**src/hdl/crlq_pkg.sv**
```systemverilog
package crlq_pkg;

  localparam int unsigned QUEUE_DEPTH = 16;
  localparam int unsigned TAG_WIDTH   = 16;
  localparam int unsigned PTR_W       = $clog2(QUEUE_DEPTH);
  localparam int unsigned CNT_W       = $clog2(QUEUE_DEPTH + 1);
  localparam int unsigned CREDIT_W    = 16;
  localparam int unsigned MAXQ_W      = 5;
  localparam int unsigned CFG_IDX_W   = 1;
  localparam int unsigned CFG_DATA_W  = 16;

  localparam logic [CFG_IDX_W-1:0] CFG_MAX_IN_FLIGHT = 1'b0;
  localparam logic [CFG_IDX_W-1:0] CFG_MAX_QUEUED    = 1'b1;

  localparam logic [CREDIT_W-1:0] MAX_IN_FLIGHT_RST = 16'd4;
  localparam logic [MAXQ_W-1:0]   MAX_QUEUED_RST    = 5'd16;

  typedef enum logic [1:0] {
    OP_POST   = 2'd0,
    OP_FINISH = 2'd1,
    OP_RETRY  = 2'd2
  } op_e;

  typedef enum logic [1:0] {
    OUTC_ACCEPTED   = 2'd0,
    OUTC_OVERLOADED = 2'd1,
    OUTC_ERROR      = 2'd2
  } outcome_e;

  typedef struct packed {
    logic push;
    logic pop;
  } fifo_cmd_t;

  typedef struct packed {
    logic empty;
    logic full;
  } fifo_stat_t;

  typedef struct packed {
    fifo_cmd_t fifo;
    logic      issue;
    logic      finish;
    logic      queued;
    logic      dropped;
    logic      from_head;
  } decision_t;

endpackage

```
**src/hdl/crlq_fifo.sv**
```systemverilog
module crlq_fifo (
  input  logic                               clk_i,
  input  logic                               rst_ni,
  input  crlq_pkg::fifo_cmd_t                cmd_i,
  input  logic [crlq_pkg::TAG_WIDTH-1:0]     push_tag_i,
  input  logic [crlq_pkg::MAXQ_W-1:0]        max_queued_i,
  output logic [crlq_pkg::TAG_WIDTH-1:0]     head_tag_o,
  output logic [crlq_pkg::CNT_W-1:0]         count_o,
  output crlq_pkg::fifo_stat_t               stat_o
);

  logic [crlq_pkg::TAG_WIDTH-1:0] mem_q [crlq_pkg::QUEUE_DEPTH];
  logic [crlq_pkg::PTR_W-1:0]     head_q, head_d;
  logic [crlq_pkg::CNT_W-1:0]     count_q, count_d;
  logic [crlq_pkg::PTR_W-1:0]     tail;
  logic [crlq_pkg::CNT_W-1:0]     cap;
  logic [crlq_pkg::CNT_W:0]       maxq_ext;

  assign maxq_ext = (crlq_pkg::CNT_W + 1)'(max_queued_i);
  assign cap = (maxq_ext < (crlq_pkg::CNT_W + 1)'(crlq_pkg::QUEUE_DEPTH))
             ? maxq_ext[crlq_pkg::CNT_W-1:0]
             : crlq_pkg::CNT_W'(crlq_pkg::QUEUE_DEPTH);

  assign tail         = head_q + count_q[crlq_pkg::PTR_W-1:0];
  assign head_tag_o   = mem_q[head_q];
  assign count_o      = count_q;
  assign stat_o.empty = (count_q == '0);
  assign stat_o.full  = (count_q >= cap);

  always_comb begin
    head_d  = head_q;
    count_d = count_q;
    if (cmd_i.push) begin
      count_d = count_q + crlq_pkg::CNT_W'(1);
    end else if (cmd_i.pop) begin
      head_d  = head_q + crlq_pkg::PTR_W'(1);
      count_d = count_q - crlq_pkg::CNT_W'(1);
    end
  end

  always_ff @(posedge clk_i or negedge rst_ni) begin
    if (!rst_ni) begin
      head_q  <= '0;
      count_q <= '0;
    end else begin
      head_q  <= head_d;
      count_q <= count_d;
    end
  end

  always_ff @(posedge clk_i) begin
    if (cmd_i.push) begin
      mem_q[tail] <= push_tag_i;
    end
  end

  assert property (@(posedge clk_i) disable iff (!rst_ni)
    count_q <= crlq_pkg::CNT_W'(crlq_pkg::QUEUE_DEPTH))
    else $error("FIFO count above depth");

  assert property (@(posedge clk_i) disable iff (!rst_ni)
    !(cmd_i.push && cmd_i.pop))
    else $error("FIFO push and pop in one cycle");

  assert property (@(posedge clk_i) disable iff (!rst_ni)
    cmd_i.pop |-> count_q != '0)
    else $error("FIFO pop while empty");

  assert property (@(posedge clk_i) disable iff (!rst_ni)
    cmd_i.pop |=> head_q == $past(head_q) + crlq_pkg::PTR_W'(1))
    else $error("FIFO head did not advance after pop");

endmodule

```
**src/hdl/crlq_decide.sv**
```systemverilog
module crlq_decide (
  input  crlq_pkg::op_e        op_i,
  input  crlq_pkg::outcome_e   outcome_i,
  input  logic                 has_credit_i,
  input  crlq_pkg::fifo_stat_t fifo_stat_i,
  output crlq_pkg::decision_t  dec_o
);

  always_comb begin
    dec_o = '0;
    unique case (op_i)
      crlq_pkg::OP_POST: begin
        if (has_credit_i && (outcome_i == crlq_pkg::OUTC_ACCEPTED)) begin
          dec_o.issue = 1'b1;
        end else if (!has_credit_i || (outcome_i == crlq_pkg::OUTC_OVERLOADED)) begin
          if (!fifo_stat_i.full) begin
            dec_o.fifo.push = 1'b1;
            dec_o.queued    = 1'b1;
          end else begin
            dec_o.dropped = 1'b1;
          end
        end else begin
          dec_o.dropped = 1'b1;
        end
      end
      crlq_pkg::OP_FINISH: begin
        dec_o.finish = 1'b1;
      end
      crlq_pkg::OP_RETRY: begin
        if (!fifo_stat_i.empty && has_credit_i) begin
          dec_o.fifo.pop = 1'b1;
          if (outcome_i == crlq_pkg::OUTC_ACCEPTED) begin
            dec_o.issue     = 1'b1;
            dec_o.from_head = 1'b1;
          end else begin
            dec_o.dropped = 1'b1;
          end
        end
      end
      default: begin
        dec_o = '0;
      end
    endcase
  end

endmodule

```
**src/hdl/credit_limited_request_queue.sv**
```systemverilog
// Credit-limited request queue.
// Input transactions (in_valid_i / in_stall_o) carry an operation: post a
// request tag, report a finished request, or retry the head of the waiting
// queue. Posts carry the downstream outcome of the attempt in the same
// transaction. Each input transaction yields exactly one result transaction
// (out_valid_o / out_stall_i) with the issue, queue and drop flags and the
// counts after the step.
// The configuration channel (cfg_valid_i / cfg_ready_o) writes the credit
// limit at index 0 and the queue limit at index 1; it is always ready and is
// meant to be written only while no transaction is in progress.
// A transaction is captured in an input register and its result is computed
// and stored in the output register once the output register is empty or
// its result is taken. One transaction is accepted every cycle while the
// result side keeps up; this rate is set by the single pass from the input
// register through the credit check and FIFO update to the output register.
// When the receiver stalls, the result holds, one more transaction is kept in
// the input register, and then in_stall_o rises.
// Reset clears the in-flight counter, the FIFO head pointer and count, and both
// valid flags, and loads a credit limit of 4 and a queue limit of 16.
module credit_limited_request_queue (
  input  logic                                clk_i,
  input  logic                                rst_ni,
  input  logic                                cfg_valid_i,
  output logic                                cfg_ready_o,
  input  logic [crlq_pkg::CFG_IDX_W-1:0]      cfg_idx_i,
  input  logic [crlq_pkg::CFG_DATA_W-1:0]     cfg_data_i,
  input  logic                                in_valid_i,
  output logic                                in_stall_o,
  input  logic [1:0]                          operation_i,
  input  logic [crlq_pkg::TAG_WIDTH-1:0]      request_tag_i,
  input  logic [1:0]                          post_outcome_i,
  output logic                                out_valid_o,
  input  logic                                out_stall_i,
  output logic                                issued_o,
  output logic [crlq_pkg::TAG_WIDTH-1:0]      issued_tag_o,
  output logic                                queued_o,
  output logic                                dropped_o,
  output logic [crlq_pkg::CREDIT_W-1:0]       in_flight_count_o,
  output logic [crlq_pkg::CNT_W-1:0]          queue_count_o,
  output logic                                retry_pending_o
);

  logic [crlq_pkg::CREDIT_W-1:0]  max_in_flight_q;
  logic [crlq_pkg::MAXQ_W-1:0]    max_queued_q;

  logic                           in_vld_q;
  logic [1:0]                     op_q;
  logic [crlq_pkg::TAG_WIDTH-1:0] tag_q;
  logic [1:0]                     outc_q;

  logic [crlq_pkg::CREDIT_W-1:0]  outstanding_q, outstanding_d;

  logic                           out_vld_q;
  logic                           issued_q, queued_q, dropped_q, pending_q;
  logic [crlq_pkg::TAG_WIDTH-1:0] issued_tag_q, issued_tag_d;
  logic [crlq_pkg::CREDIT_W-1:0]  in_flight_q;
  logic [crlq_pkg::CNT_W-1:0]     qcount_q, qcount_d;

  logic                           accept, advance, fire, has_credit;
  crlq_pkg::decision_t            dec;
  crlq_pkg::fifo_cmd_t            fifo_cmd;
  crlq_pkg::fifo_stat_t           fifo_stat;
  logic [crlq_pkg::TAG_WIDTH-1:0] head_tag;
  logic [crlq_pkg::CNT_W-1:0]     fifo_count;

  assign cfg_ready_o = 1'b1;
  assign advance     = !out_vld_q || !out_stall_i;
  assign fire        = in_vld_q && advance;
  assign in_stall_o  = in_vld_q && !advance;
  assign accept      = in_valid_i && !in_stall_o;
  assign has_credit  = outstanding_q < max_in_flight_q;

  crlq_decide u_decide (
    .op_i         (crlq_pkg::op_e'(op_q)),
    .outcome_i    (crlq_pkg::outcome_e'(outc_q)),
    .has_credit_i (has_credit),
    .fifo_stat_i  (fifo_stat),
    .dec_o        (dec)
  );

  assign fifo_cmd.push = fire && dec.fifo.push;
  assign fifo_cmd.pop  = fire && dec.fifo.pop;

  crlq_fifo u_fifo (
    .clk_i        (clk_i),
    .rst_ni       (rst_ni),
    .cmd_i        (fifo_cmd),
    .push_tag_i   (tag_q),
    .max_queued_i (max_queued_q),
    .head_tag_o   (head_tag),
    .count_o      (fifo_count),
    .stat_o       (fifo_stat)
  );

  always_comb begin
    outstanding_d = outstanding_q;
    if (dec.issue) begin
      outstanding_d = outstanding_q + crlq_pkg::CREDIT_W'(1);
    end else if (dec.finish && (outstanding_q != '0)) begin
      outstanding_d = outstanding_q - crlq_pkg::CREDIT_W'(1);
    end
    qcount_d = fifo_count;
    if (dec.fifo.push) begin
      qcount_d = fifo_count + crlq_pkg::CNT_W'(1);
    end else if (dec.fifo.pop) begin
      qcount_d = fifo_count - crlq_pkg::CNT_W'(1);
    end
    issued_tag_d = '0;
    if (dec.issue) begin
      issued_tag_d = dec.from_head ? head_tag : tag_q;
    end
  end

  always_ff @(posedge clk_i or negedge rst_ni) begin
    if (!rst_ni) begin
      max_in_flight_q <= crlq_pkg::MAX_IN_FLIGHT_RST;
      max_queued_q    <= crlq_pkg::MAX_QUEUED_RST;
      in_vld_q        <= 1'b0;
      out_vld_q       <= 1'b0;
      outstanding_q   <= '0;
    end else begin
      if (cfg_valid_i && cfg_ready_o) begin
        unique case (cfg_idx_i)
          crlq_pkg::CFG_MAX_IN_FLIGHT: begin
            max_in_flight_q <= cfg_data_i;
          end
          crlq_pkg::CFG_MAX_QUEUED: begin
            max_queued_q <= cfg_data_i[crlq_pkg::MAXQ_W-1:0];
          end
          default: begin
            max_queued_q <= max_queued_q;
          end
        endcase
      end
      if (accept) begin
        in_vld_q <= 1'b1;
      end else if (advance) begin
        in_vld_q <= 1'b0;
      end
      if (fire) begin
        out_vld_q     <= 1'b1;
        outstanding_q <= outstanding_d;
      end else if (!out_stall_i) begin
        out_vld_q <= 1'b0;
      end
    end
  end

  always_ff @(posedge clk_i) begin
    if (accept) begin
      op_q   <= operation_i;
      tag_q  <= request_tag_i;
      outc_q <= post_outcome_i;
    end
    if (fire) begin
      issued_q     <= dec.issue;
      issued_tag_q <= issued_tag_d;
      queued_q     <= dec.queued;
      dropped_q    <= dec.dropped;
      in_flight_q  <= outstanding_d;
      qcount_q     <= qcount_d;
      pending_q    <= (qcount_d != '0) && (outstanding_d < max_in_flight_q);
    end
  end

  assign out_valid_o       = out_vld_q;
  assign issued_o          = issued_q;
  assign issued_tag_o      = issued_tag_q;
  assign queued_o          = queued_q;
  assign dropped_o         = dropped_q;
  assign in_flight_count_o = in_flight_q;
  assign queue_count_o     = qcount_q;
  assign retry_pending_o   = pending_q;

  assert property (@(posedge clk_i) disable iff (!rst_ni)
    fire |=> out_vld_q && (in_flight_q == outstanding_q))
    else $error("Reported in-flight count differs from the counter");

  assert property (@(posedge clk_i) disable iff (!rst_ni)
    fire |=> qcount_q == fifo_count)
    else $error("Reported queue count differs from the FIFO");

  assert property (@(posedge clk_i) disable iff (!rst_ni)
    fire |-> !((dec.issue && dec.dropped) || (dec.issue && dec.queued)
               || (dec.queued && dec.dropped)))
    else $error("More than one disposition for one transaction");

endmodule

```
**config.mk**
```make
export PLATFORM = sky130hd
export DESIGN_NAME = credit_limited_request_queue
export DESIGN_NICKNAME = d
export VERILOG_FILES = /design/src/hdl/crlq_pkg.sv /design/src/hdl/crlq_fifo.sv /design/src/hdl/crlq_decide.sv /design/src/hdl/credit_limited_request_queue.sv
export SDC_FILE = /design/constraint.sdc
export NUM_CORES = 1
export LEC_CHECK = 0
export BUFFER_PORTS_ARGS = -buffer_cell sky130_fd_sc_hd__buf_2
export CORE_MARGIN = 2
export CORE_UTILIZATION = 27
export DETAILED_ROUTE_END_ITERATION = 10
export SYNTH_ARGS = -nofsm -noshare
export SYNTH_HDL_FRONTEND = slang
export SYNTH_HIERARCHICAL = 1
export SYNTH_SLANG_ARGS = --single-unit
```
**constraint.sdc**
```tcl
create_clock -name clk_i -period 10.96 [get_ports clk_i]
set_input_delay 2.192 -clock clk_i [delete_from_list [all_inputs] [get_ports clk_i]]
set_output_delay 2.192 -clock clk_i [all_outputs]
set_load 0.05 [all_outputs]
```
======== After elaboration in Yosys (flattened, before gate mapping) ========
Memories as Yosys holds them, arrays and structs flattened.
Index checks and enable logic that the tools add are counted.
cells by class
  $add $sub $neg .......................... 6
  order comparisons ....................... 4
  equal/unequal tests ..................... 4
  multiplexer cells ....................... 31
  bitwise logic cells ..................... 3
  reductions and logical operators ........ 28
operator list
  operator               number
  $mux 16                3
  $lt 16x16->1           2
  $mux 5                 5
  $mux 1                 19
  $add 16x1->16 const B  1
  $reduce_bool 16->1     1
  $sub 16x1->16 const B  1
  $logic_and 1x1->1      9
  $logic_not 1->1        6
  $reduce_and 2->1       3
  $add 5x1->5 const B    1
  $ge 5x5->1             1
  $logic_not 5->1        1
  $lt 5x5->1 const B     1
  $reduce_bool 5->1      1
  $sub 5x1->5 const B    1
  $add 4x1->4 const B    1
  $add 4x4->4            1
  $eq 2x1->1 const B     2
  $logic_not 2->1        2
  $mux 2                 2
  $pmux 1 s2             2
  $reduce_bool 2->1      2
  $not 1->1              3
  other kinds (4)        5
storage, ports and cells
  register bits ........................... 109
  RAM bits ................................ 256
  input bits .............................. 42
  output and inout port bits .............. 44
  logic and storage cells ................. 94
  memories kept ........................... 1
memories
  name          words  width  rd ports  clocked after Yosys merged registers in  write ports  RTL line         text
  u_fifo.mem_q  16     16     1         0                                        1            crlq_fifo.sv:12  logic [crlq_pkg::TAG_WIDTH-1:0] mem_q [crlq_pkg::QUEUE_DEPTH];

======== Longest topological paths before layout ========
Gate-level depths: netlist (run 1).
  depth in word-level cells ............... 10
  gate-level depth with buffers ........... 21

======== Modules after synthesis ========
The synthesis (run 1) kept the hierarchy.
by module, submodules not included
  module                        times used  cells an instance  area an instance (um2)  seq. area each (um2)
  crlq_fifo                     1           488                10427.5                 7912.6
  credit_limited_request_queue  1           440                5148.7                  2810.2
  crlq_decide                   1           14                 101.3                   0.0

======== Worst setup path after synthesis (run 1) ========
Ideal clock, no wire load.
  path type ............................... input to output
  start ................................... input out_stall_i
  end ..................................... output in_stall_o
  data arrival time ....................... 2.629 ns
  data required time ...................... 8.768 ns
  setup slack ............................. 6.139 ns
  cell stages on the path ................. 2
  cells stage by stage .................... nand3_1 -> inv_1
on the way
  word-level cells in the longest chain between the ends .. 4
RTL lines
  what               RTL line                            text
  from (decl)        credit_limited_request_queue.sv:33  input logic out_stall_i,
  $logic_not 1->1    n/a
  $logic_or 1x1->1   credit_limited_request_queue.sv:67  assign advance = !out_vld_q || !out_stall_i;
  $logic_not 1->1    credit_limited_request_queue.sv:69  assign in_stall_o = in_vld_q && !advance;
  $logic_and 1x1->1  credit_limited_request_queue.sv:69
  to (decl)          credit_limited_request_queue.sv:28  output logic in_stall_o,
No other way between the ends.

==> results.cfg, run 1 <==
[clock_network]
cts_sinks = 365
tritoncts = built
cts_max_path_buffers = 3
numCtsBuffers = 39
cts_setup_buffers = 0
holdBufCountCts = 0
clockRootBuffer = clkbuf_16
h-tree-depth = 2
cts_resized = 0
clk_pin_slew_worst_paths_ns = 0.06
clock_latency_ns = 0.57

[die]
io-pin-count = 86
dieHeight_um = 245.0
core_mm2 = 0.05759
dieArea_mm2 = 0.06001
std_cell_rows = 88
die_w_um = 245.0
start_util_pct = 27.22

[worst_setup_path]
cp.arrival_ns = 5.78
crit_path_top_delay_cell = or4b_1
reg2regPathDepth = 20
startpoint = outstanding_q[13]$_DFFE_PN0P_
cp_cell_sequence = ha_1 > a21o_1 > a21o_1 > a21oi_1 > o21ai_0 > a21oi_1 > or4b_1 > a21oi_2 > buf_4 > nor3b_2 > and4_1 > a32oi_1 > nor2_1 > xor2_1 > ha_1 > nand4_1 > nor4_1 > o21ai_0 > a211o_1 > o311a_1
crit_path_end_kind = flop
crit_path_start_kind = flop
slowest_delay_ns = 0.50
regToRegSetupSlack_ns = 5.49
crit_type = flop to flop
setup.worst_path.end = retry_pending_o$_DFFE_PP_
r2r_end = retry_pending_o$_DFFE_PP_
reg2reg_from = outstanding_q[13]$_DFFE_PN0P_
crit_required_ns = 11.27
path_max_fanout = 31

[detailed_routing]
final_antenna_net_count = 0
wire_per_inst_um = 18.69
drt_wl_total_um = 34470
firstDrtPassIters = 5
via_per_inst = 4.557
vias = 8403
drt_iter0_drc = 621
drc = 0

[global_routing]
grt.met2_usage_pct = 19.91
use_met1_pct = 15.01
grt_usage_pct = 11.67
gr-max-usage-layer = met2
grt_max_degree = 68
grt_pass1_wl_um = 53230
grt.overflow.total = 0
grt_pass1_vias = 8855
grt_use_met3_pct = 2.187
antenna_found_initial = 0

[logic_synthesis]
synth.area.top_cells = edfxtp_1 (61%), mux4_2 (9.2%), dfrtp_1 (7.3%)
synth_cells = 942
ys_seq_area_share_pct = 68.40
synth.largest_area_cell = edfxtp_1
synth-seq-cells = 365
synth_edf_count = 317
synthAdderAreaFrac_pct = 4.006
synth_fp_nets = 1033
muxShareOfSynthArea_pct = 11.17
synth_top_family_by_area = multiplexers
synth_area_mm2 = 0.01568
yosysWarnings = 6
synth_cell_type_count = 66
synth_xor_area_share_pct = 2.514
synth_top_area_share_pct = 60.72
asyncSetResetFlopFracSynth_pct = 13.15
ys.flop_type = edfxtp_1
syn_area_per_cell_um2 = 16.64
synth_compound_area_share_pct = 5.092
yosys.area_share.simple_pct = 6.656

[timing]
finalMaxSlewViolations = 0
max_slew_margin_pct = 31.29
fin_setup_tns_ns = 0
hold_violations = 0
fin_crit_ns = 5.465
setup_viol_count_final = 0
timing.final.crit_share_pct = 49.87
fmax_mhz = 183.0
worst_pin_slew_ns = 1.031
fin_worst_skew_ns = 0.02798
rsz0062_at_grt = no

[flow_run]
cap_violations = 0

[placed_design]
io_buffer_count = 84
dp.final_hpwl_um = 21500
gp_congestion = 0.8218
dp.cells = 1777

[pwr]
intPower_mw = 2.800
power.leakage_nw = 6.478
ir_drop_mv = 0.1314
power_density_mw_per_mm2 = 225.6
pwr-share-clk_pct = 30.1
power.total_mw = 4.111
p_switching_mw = 1.311
swShare_pct = 31.89
seq_power_share_pct = 42.7
combPwrFrac_pct = 27.3

[layout]
syn_to_final_growth_pct = 16.22
seq_area_mm2 = 0.01073
drive_gt1_share_pct = 24.00
mostFrequentLayoutCells = edfxtp_1 (317), buf_2 (84), mux4_2 (64)
final_common_cell = edfxtp_1
diodes = 0
fin_cells = 1844
nFillCells = 5575
layout.nets = 1144
multi_input_area_mm2 = 0.004638

[run_status]
status = complete, no violations

[worst_hold_path]
holdCritStartpoint = max_queued_q[0]$_DFFE_PN0P_
holdCritPathClass = flop to flop
critical path: cells and delay by family (launching register included):
family / cells / cell delay [ns]
flops: 1 / 0.45
simple gates: 6 / 1.57
xor+xnor: 1 / 0.17
fa+ha+maj: 2 / 0.63
compound gates: 10 / 2.08
buf+inv: 1 / 0.32
worst min path at each step:
stage                                        to  slack, ns  cells after the start
floorplan           max_queued_q[0]$_DFFE_PN0P_       0.47                      1
global placement    max_queued_q[0]$_DFFE_PN0P_       0.49                      1
detailed placement  max_queued_q[0]$_DFFE_PN0P_       0.50                      1
CTS                 max_queued_q[0]$_DFFE_PN0P_       0.52                      1
global route        max_queued_q[0]$_DFFE_PN0P_       0.53                      1
finish              max_queued_q[0]$_DFFE_PN0P_       0.52                      1
state kept, by name, summed over array words and instances, names as in the netlist:
name and count:
op_q 2, u_fifo/count_o 5, in_vld_q 1, max_in_flight_q 16, tag_q 16, dropped_o 1
queued_o 1, retry_pending_o 1, out_valid_o 1, issued_tag_o 16, max_queued_q 5, queue_count_o 5
issued_o 1, outstanding_q 16, u_fifo/mem_q 256, in_flight_count_o 16, outc_q 2, u_fifo/head_q 4
routing by layer:
metal  share of wire (%)  vias up
met5                   0        -
met4                 2.6        0
met3                 4.2       65
met2                  49      176
met1                  44     4290
li1                    -     3872
per-stage QoR:
stage,worst slack [ns],utilization (%),hold slack (ns),area (µm²)
floorplan,6.139,-,0.4711,15680
global placement,5.647,29.58,0.4866,17040
detailed placement,5.568,29.58,0.4976,17040
CTS,5.553,31.64,0.5215,18220
global route,5.051,31.64,0.5302,18220
finish,5.495,31.64,0.5193,18220
final cells by class:
cell class / instances / share of cell area (%)
flip-flops and latches: 365 / 58.88
multi-input cells: 510 / 25.45
clock buffers: 48 / 5.871
well taps: 765 / 5.253
inverters: 28 / 0.5768
repair buffers: 109 / 3.337
clock inverters: 19 / 0.6317
synthesized netlist by cell type (2+ instances only):
cell type and n:
edfxtp_1 317, mux4_2 64, nand2_1 63, ha_1 47, dfrtp_1 46, nor2_1 42, a22oi_1 32, inv_1 27
o21ai_0 26, xnor2_1 23, a21oi_1 22, mux2i_1 22, nor2b_1 22, xor2_1 22, clkbuf_1 16, a21o_1 13
buf_2 12, nand3_1 11, and2_1 10, nand4_1 9, mux2_2 8, nand2b_1 7, nor3_1 7, buf_6 6
and3_1 4, or3_1 4, a2111oi_0 3, a211oi_1 3, a31oi_1 3, nand3b_1 3, nor4_1 3, a21oi_2 2
a32oi_1 2, a41oi_1 2, and4_1 2, buf_1 2, buf_4 2, dfstp_2 2, fa_1 2, nor4b_1 2
o21a_1 2
cells by family (layout without fill, tap and decap cells):
group | count (synthesis) | in the layout
other | 1 | 1
adders and majority gates | 49 | 49
muxes | 94 | 94
AOI/OAI and AO/OA | 119 | 119
buffers and inverters | 67 | 204
DFF | 365 | 365
and+or+nand+nor | 202 | 202
xor gates and xnor gates | 45 | 45
power groups by stage:
stage                     Clock (mW)  Combinational [mW]  Sequential [mW]
final                           1.24                1.12             1.75
after global routing            1.33                1.23             1.77
after CTS                       1.28                1.13             1.76
after detailed placement           0                1.13             1.79
after global placement             0                1.12             1.78
after floorplan                    0               0.853             1.80
Note: power is estimated with default switching activity, not from simulation.
==> run 2, diff against run 1 <==
==> constraint.sdc (replaced) <==
create_clock -name clk_i -period 5.35 [get_ports clk_i]
set_input_delay 1.07 -clock clk_i [delete_from_list [all_inputs] [get_ports clk_i]]
set_output_delay 1.07 -clock clk_i [all_outputs]
set_load 0.05 [all_outputs]
==> results.cfg, run 2 (synthesis gave the netlist of run 1 again) <==
[worst_setup_path]
crit_required_ns = 5.66
regToRegSetupSlack_ns = 0.41
slowest_delay_ns = 0.52
reg2reg_from = outstanding_q[9]$_DFFE_PN0P_
crit_path_start_kind = flop
cp_cell_sequence = ha_1 > a21o_1 > a21o_1 > a21oi_1 > o21ai_0 > a21oi_1 > or4b_1 > a21oi_4 > nor3b_2 > and4_1 > a32oi_1 > nor2_1 > xor2_1 > ha_1 > nand4_1 > nor4_1 > o21ai_0 > a211o_1 > o311a_1
crit_path_end_kind = flop
crit_type = flop to flop
cp.arrival_ns = 5.25
r2r_end = retry_pending_o$_DFFE_PP_
reg2regPathDepth = 19
crit_path_top_delay_cell = or4b_1
path_max_fanout = 7

[timing]
fin_crit_ns = 4.940
finalMaxSlewViolations = 0
fin_worst_skew_ns = 0.02051
rsz0062_at_grt = no
max_slew_margin_pct = 25.14
hold_violations = 0
setup_viol_count_final = 0
timing.final.crit_share_pct = 92.33
fin_setup_tns_ns = 0
fmax_mhz = 202.4
worst_pin_slew_ns = 1.095
hold_ws_ns = 0.4443

[detailed_routing]
vias = 8523
final_antenna_net_count = 0
drt_wl_total_um = 34860
drt_iter0_drc = 678
drc = 0
wire_per_inst_um = 18.76
via_per_inst = 4.587
firstDrtPassIters = 5

[run_status]
status = complete, no violations

[placed_design]
gp_congestion = 0.8308
io_buffer_count = 84
dp.final_hpwl_um = 22590
placed_area_mm2 = 0.01709
dp.cells = 1784

[pwr]
ir_drop_mv = 0.2253
power.leakage_nw = 6.572
power_density_mw_per_mm2 = 470.0

[worst_hold_path]
holdCritPathClass = input pin to asynchronous set/reset pin

[die]
start_util_pct = 27.22
core_mm2 = 0.05759
std_cell_rows = 88
dieArea_mm2 = 0.06001
io-pin-count = 86
die_w_um = 245.0
dieHeight_um = 245.0

[clock_network]
clk_pin_slew_worst_paths_ns = 0.06
holdBufCountCts = 0
h-tree-depth = 2
tritoncts = built
cts_sinks = 365
cts_max_path_buffers = 3
clock_latency_ns = 0.56
clockRootBuffer = clkbuf_16
numCtsBuffers = 40

[layout]
final_cell_area_mm2 = 0.01842
largest_register_ffs = 256
drive_gt1_share_pct = 24.98
regMostFlops = u_fifo/mem_q
fin_util_pct = 31.98
final_common_cell = edfxtp_1
diodes = 0
mostFrequentLayoutCells = edfxtp_1 (317), buf_2 (84), mux4_2 (64)
fin_cells = 1858
syn_to_final_growth_pct = 17.48
layout.nets = 1152

[global_routing]
grt_usage_pct = 11.73
grt.overflow.total = 0
grt.met2_usage_pct = 20.09
antenna_found_initial = 0
use_met1_pct = 14.84
grt_pass1_vias = 8760
gr-max-usage-layer = met2
grt_max_degree = 45
grt_use_met3_pct = 2.482
grt_pass1_wl_um = 53190

[flow_run]
cap_violations = 0
==> run 2: cell count changes in the layout (fill, tap and decap cells not counted), moves of 3 or more <==
cell,change
clkinv_1,-5
bufinv_16,+3
clkbuf_1,+5
clkinv_2,+3
buf_4,+7
clkbuf_8,-5
==> run 2: report_power, final <==
group          switching (mW)  total (mW)  leakage (nW)  internal (mW)
Sequential              0.387        3.69          3.48           3.30
Clock                    1.15        2.74         0.641           1.59
Combinational            1.21        2.23          2.45           1.02
==> run 2: layer usage <==
metal	up-vias	wire [µm]
met5	-	0
met4	0	797
met3	59	2049
met2	212	17330
met1	4358	14690
li1	3894	-
==> run 2: critical path, delay by kind of cell (launching register included) <==
family,cells,cell delay (ns)
adders and majority gates,2,0.64
xor gates and xnor gates,1,0.18
and+or+nand+nor,6,1.49
DFF,1,0.47
AOI/OAI and AO/OA,10,1.91
==> run 2: metrics by stage <==
stage | total power, mW | setup WS, ns
floorplan | 5.429 | 0.7836
global placement | 5.964 | 0.5052
detailed placement | 6.004 | 0.3276
CTS | 8.786 | 0.3095
global route | 9.127 | 0.03445
finish | 8.655 | 0.4103
==> run 2: cell type report <==
type | count | area (µm²)
clock buffer | 50 | 1070
clock inverter | 24 | 250.2
fill | 5564 | 39170
inverter | 28 | 105.1
multi-input combinational | 510 | 4647
sequential | 365 | 10730
tap | 765 | 957.2
timing repair buffer | 116 | 660.6
==> run 2: timing repair <==
item	CTS	global route
setup buffers	0	0
endpoints found under the setup margin	0	1
resized for setup	0	2
==> run 2: how the worst max path moves through the flow <==
stage,to,cells past startpoint,slack [ns],from
2_1_floorplan,retry_pending_o$_DFFE_PP_,20,0.78,outstanding_q[9]$_DFFE_PN0P_
3_3_place_gp,retry_pending_o$_DFFE_PP_,19,0.51,outstanding_q[9]$_DFFE_PN0P_
3_5_place_dp,retry_pending_o$_DFFE_PP_,18,0.33,outstanding_q[9]$_DFFE_PN0P_
4_1_cts,retry_pending_o$_DFFE_PP_,18,0.31,outstanding_q[9]$_DFFE_PN0P_
5_1_grt,retry_pending_o$_DFFE_PP_,19,0.03,outstanding_q[9]$_DFFE_PN0P_
6_report,retry_pending_o$_DFFE_PP_,19,0.41,outstanding_q[9]$_DFFE_PN0P_
